`src/rtl/sobel_pkg.sv`:
```
`default_nettype none

package sobel_pkg;

    // Fixed field widths of the stream and the register file.
    localparam int PIX_W   = 8;
    localparam int ROW_W   = 12;
    localparam int LW_W    = 11;
    localparam int CFG_DW  = 12;
    localparam int CFG_IW  = 2;
    localparam int LINE_DW = 2 * PIX_W;

    // Register indexes on the configuration channel.
    localparam logic [CFG_IW-1:0] CFG_LINE_WIDTH     = 2'd0;
    localparam logic [CFG_IW-1:0] CFG_FRAME_HEIGHT   = 2'd1;
    localparam logic [CFG_IW-1:0] CFG_EDGE_THRESHOLD = 2'd2;

    // Register reset values.
    localparam logic [LW_W-1:0]  LINE_WIDTH_RST     = 11'd640;
    localparam logic [ROW_W-1:0] FRAME_HEIGHT_RST   = 12'd480;
    localparam logic [PIX_W-1:0] EDGE_THRESHOLD_RST = 8'd100;

    // Smallest width and height the counters work with.
    localparam int MIN_DIM = 3;

    // Largest edge magnitude on the output.
    localparam logic [PIX_W-1:0] EDGE_MAX = 8'hff;

    // The eight pixels of the 3x3 window that the kernels weigh
    // (top, middle and bottom rows; columns 0 to 2 left to right).
    typedef struct packed {
        logic [PIX_W-1:0] t0;
        logic [PIX_W-1:0] t1;
        logic [PIX_W-1:0] t2;
        logic [PIX_W-1:0] m0;
        logic [PIX_W-1:0] m2;
        logic [PIX_W-1:0] b0;
        logic [PIX_W-1:0] b1;
        logic [PIX_W-1:0] b2;
    } win_t;

endpackage

`default_nettype wire

```
`src/rtl/sobel_kernel.sv`:
```
`default_nettype none

module sobel_kernel (
    input  wire sobel_pkg::win_t         win,
    input  wire logic [sobel_pkg::PIX_W-1:0] threshold,
    output logic      [sobel_pkg::PIX_W-1:0] edge_value
);
    import sobel_pkg::*;

    logic [9:0]  gx_pos, gx_neg, gy_pos, gy_neg;
    logic [9:0]  gx_abs, gy_abs;
    logic [10:0] mag;
    logic [PIX_W-1:0] mag_sat;

    // Weighted column and row sums; each stays below 1024.
    assign gx_pos = 10'(win.t2) + {1'b0, win.m2, 1'b0} + 10'(win.b2);
    assign gx_neg = 10'(win.t0) + {1'b0, win.m0, 1'b0} + 10'(win.b0);
    assign gy_pos = 10'(win.b0) + {1'b0, win.b1, 1'b0} + 10'(win.b2);
    assign gy_neg = 10'(win.t0) + {1'b0, win.t1, 1'b0} + 10'(win.t2);

    // Absolute differences avoid a signed intermediate.
    assign gx_abs = (gx_pos >= gx_neg) ? (gx_pos - gx_neg) : (gx_neg - gx_pos);
    assign gy_abs = (gy_pos >= gy_neg) ? (gy_pos - gy_neg) : (gy_neg - gy_pos);
    assign mag    = 11'(gx_abs) + 11'(gy_abs);

    // Saturate at full scale, then suppress weak edges.
    assign mag_sat    = (mag > 11'(EDGE_MAX)) ? EDGE_MAX : mag[PIX_W-1:0];
    assign edge_value = (mag_sat < threshold) ? '0 : mag_sat;

endmodule

`default_nettype wire

```
`config.mk`:
```
export PLATFORM = sky130hd
export DESIGN_NAME = sobel_kernel
export DESIGN_NICKNAME = d
export VERILOG_FILES = /design/src/rtl/sobel_pkg.sv /design/src/rtl/sobel_kernel.sv
export SDC_FILE = /design/constraint.sdc
export NUM_CORES = 1
export LEC_CHECK = 0
export ABC_AREA = 1
export BUFFER_PORTS_ARGS = -buffer_cell sky130_fd_sc_hd__buf_4
export CORE_MARGIN = 1
export CORE_UTILIZATION = 35
export DETAILED_ROUTE_END_ITERATION = 10
export PLACE_DENSITY = 0.57
export SYNTH_ARGS = -nofsm -noshare
export SYNTH_HDL_FRONTEND = slang
export SYNTH_SLANG_ARGS = --single-unit
```
`constraint.sdc`:
```
create_clock -name vclk -period 19.69
set_input_delay 1.969 -clock vclk [all_inputs]
set_output_delay 1.969 -clock vclk [all_outputs]
set_load 0.005 [all_outputs]
```
==> impl_metrics.toml <==
[status]
status = "completed"

[setup_path]
timing.critical_path.mode_cell = "nand2_1"
arrival_ps = 8710
start_kind = "primary input"
required_ps = 17720
slowest_delay_ps = 620
end_kind = "primary output"
cp_max_fo = 18
critical_path.slowest_cell = "o311ai_4"
crit_type = "in2out"

[layout]
regArea_sq_um = 0
postLayoutCellArea_sq_um = 5508
fin_util_pct = 41.59
mostFrequentLayoutCell = "inv_1"
antenna_cells = 0
clockBufferCount = 0
final_cells = 957
nFlopsAndLatches = 0
drive_gt1_share_pct = 13.19
syn_to_final_growth_pct = 15.69
final_cell_mix = "inv_1, nand2_1, ha_1"
nets = 983

[timing]
hold_viol_final = 0
fin_tns_setup_ps = 0
setup_viol = 0
post-route-period-util_pct = 54.23
final.min_clock_period_ps = 10680
fmax_mhz = 93.65
relSlewSlack_pct = 49.27
final_max_slew_viol_count = 0
worst_pin_slew_ps = 756.4
rsz0062_at_grt = "false"

[logic_synthesis]
syn_avg_cell_area_sq_um = 6.705
postSynthCellCount = 710
netlist_area_sq_um = 4761
synth.area.mux_share_pct = 0
synth_xor_area_share_pct = 9.198
ys_seq_area_share_pct = 0
synth_top_family_by_area = "adder cells"
synthAdderAreaFrac_pct = 39.47
yosysWarningCount = 0
synth_simple_gate_area_share_pct = 17.00
synth_nets = 910
ys_types = 36
synth_compound_area_share_pct = 17.24

[placed_design]
place_area_sq_um = 5508
gp_congestion = 0.8684
dp_hpwl_um = 10870
dp_cells = 957
io_buffers = 80

[detailed_routing]
post_drt_wl_per_cell_um = 12.17
drt_iter0_drc = 178
wirelength_um = 11640
drcViolationCount = 0
routed_via_density = 4.465
firstDrtPassIters = 4
dr_total_vias = 4273
ant_nets = 0

[grt]
grt_overflow = 0
grt_usage_pct = 17.03
grt_pass1_wl_um = 19910
grt_start_max_net_pins = 19
antenna_found_initial = 0
grt_pass1_vias = 4244

[floorplan]
dieArea_sq_um = 14070
io_pins = 80
die_y_um = 118.6
rows = 42
initial_utilization_pct = 35.95
core_area_sq_um = 13240
fp.dieW_um = 118.6

[flow_run]
drv_cap = 0

[cts]
post_cts_resized = 0
ctsHoldBuffers = 0
postCtsSetupRepairBufs = 0

[worst_hold_path]
min_delay_path_depth = 6
hold_class = "in2out"
## logic make-up (layout without fill, tap and decap cells)
kind of cell / after synthesis / after routing
buffers and inverters: 206 / 277
and+or+nand+nor: 194 / 194
AOI/OAI and AO/OA: 132 / 132
adders and majority gates: 128 / 128
xor gates and xnor gates: 50 / 50
## final timing paths
check / slack [ps] / endpoint / startpoint
max: 9010 / edge_value[2] / win[57]
min: 4600 / edge_value[1] / threshold[7]
## routing by layer
layer  routed length, um  global-route usage (%)
met1                5776                   23.51
met2                5386                   30.81
met4                   9                       0
met5                   0                       0
met3                 468                  0.9170
## Yosys cell counts (2+ instances only)
library cell	instances	area share (%)
inv_1	196	15
nand2_1	107	8.4
ha_1	91	24
a21oi_1	69	7.3
nor2_1	42	3.3
xor2_1	38	7.0
fa_1	37	16
nand3_1	22	2.3
o21ai_0	20	2.1
o21bai_1	12	1.9
xnor2_1	12	2.2
nor3_1	7	0.74
nand4_1	5	0.66
o21ai_1	5	0.53
a21o_1	4	0.63
buf_4	4	0.63
nand2_2	4	0.53
o21ai_2	4	0.74
or2_2	4	0.53
a21oi_2	3	0.55
a221oi_1	3	0.55
buf_6	3	0.71
a211oi_1	2	0.32
a31oi_1	2	0.26
buf_2	2	0.21
o21a_1	2	0.32
## final cells by class
cell class	count	area, sq um
inverter	197	739.5
timing repair buffer	80	600.6
tap	176	220.2
fill	1465	7735
multi-input combinational	504	3948
## metrics by stage
stage / hold WS, ps / worst slack (ps)
2_1_floorplan: 4377 / 10040
3_3_place_gp: 4613 / 9028
3_5_place_dp: 4607 / 8918
4_1_cts: 4608 / 8899
5_1_grt: 4685 / 8160
6_report: 4605 / 9012
## critical path: cells and delay by family
kind / cells / cell delay [ps]
xor+xnor: 1 / 210
buf+inv: 8 / 810
fa+ha+maj: 6 / 2190
simple gates: 12 / 1120
compound gates: 8 / 2400
Power is left out: the tool's default activity adds up to more than one toggle a clock period on the data nets, which glitch-free logic cannot reach.
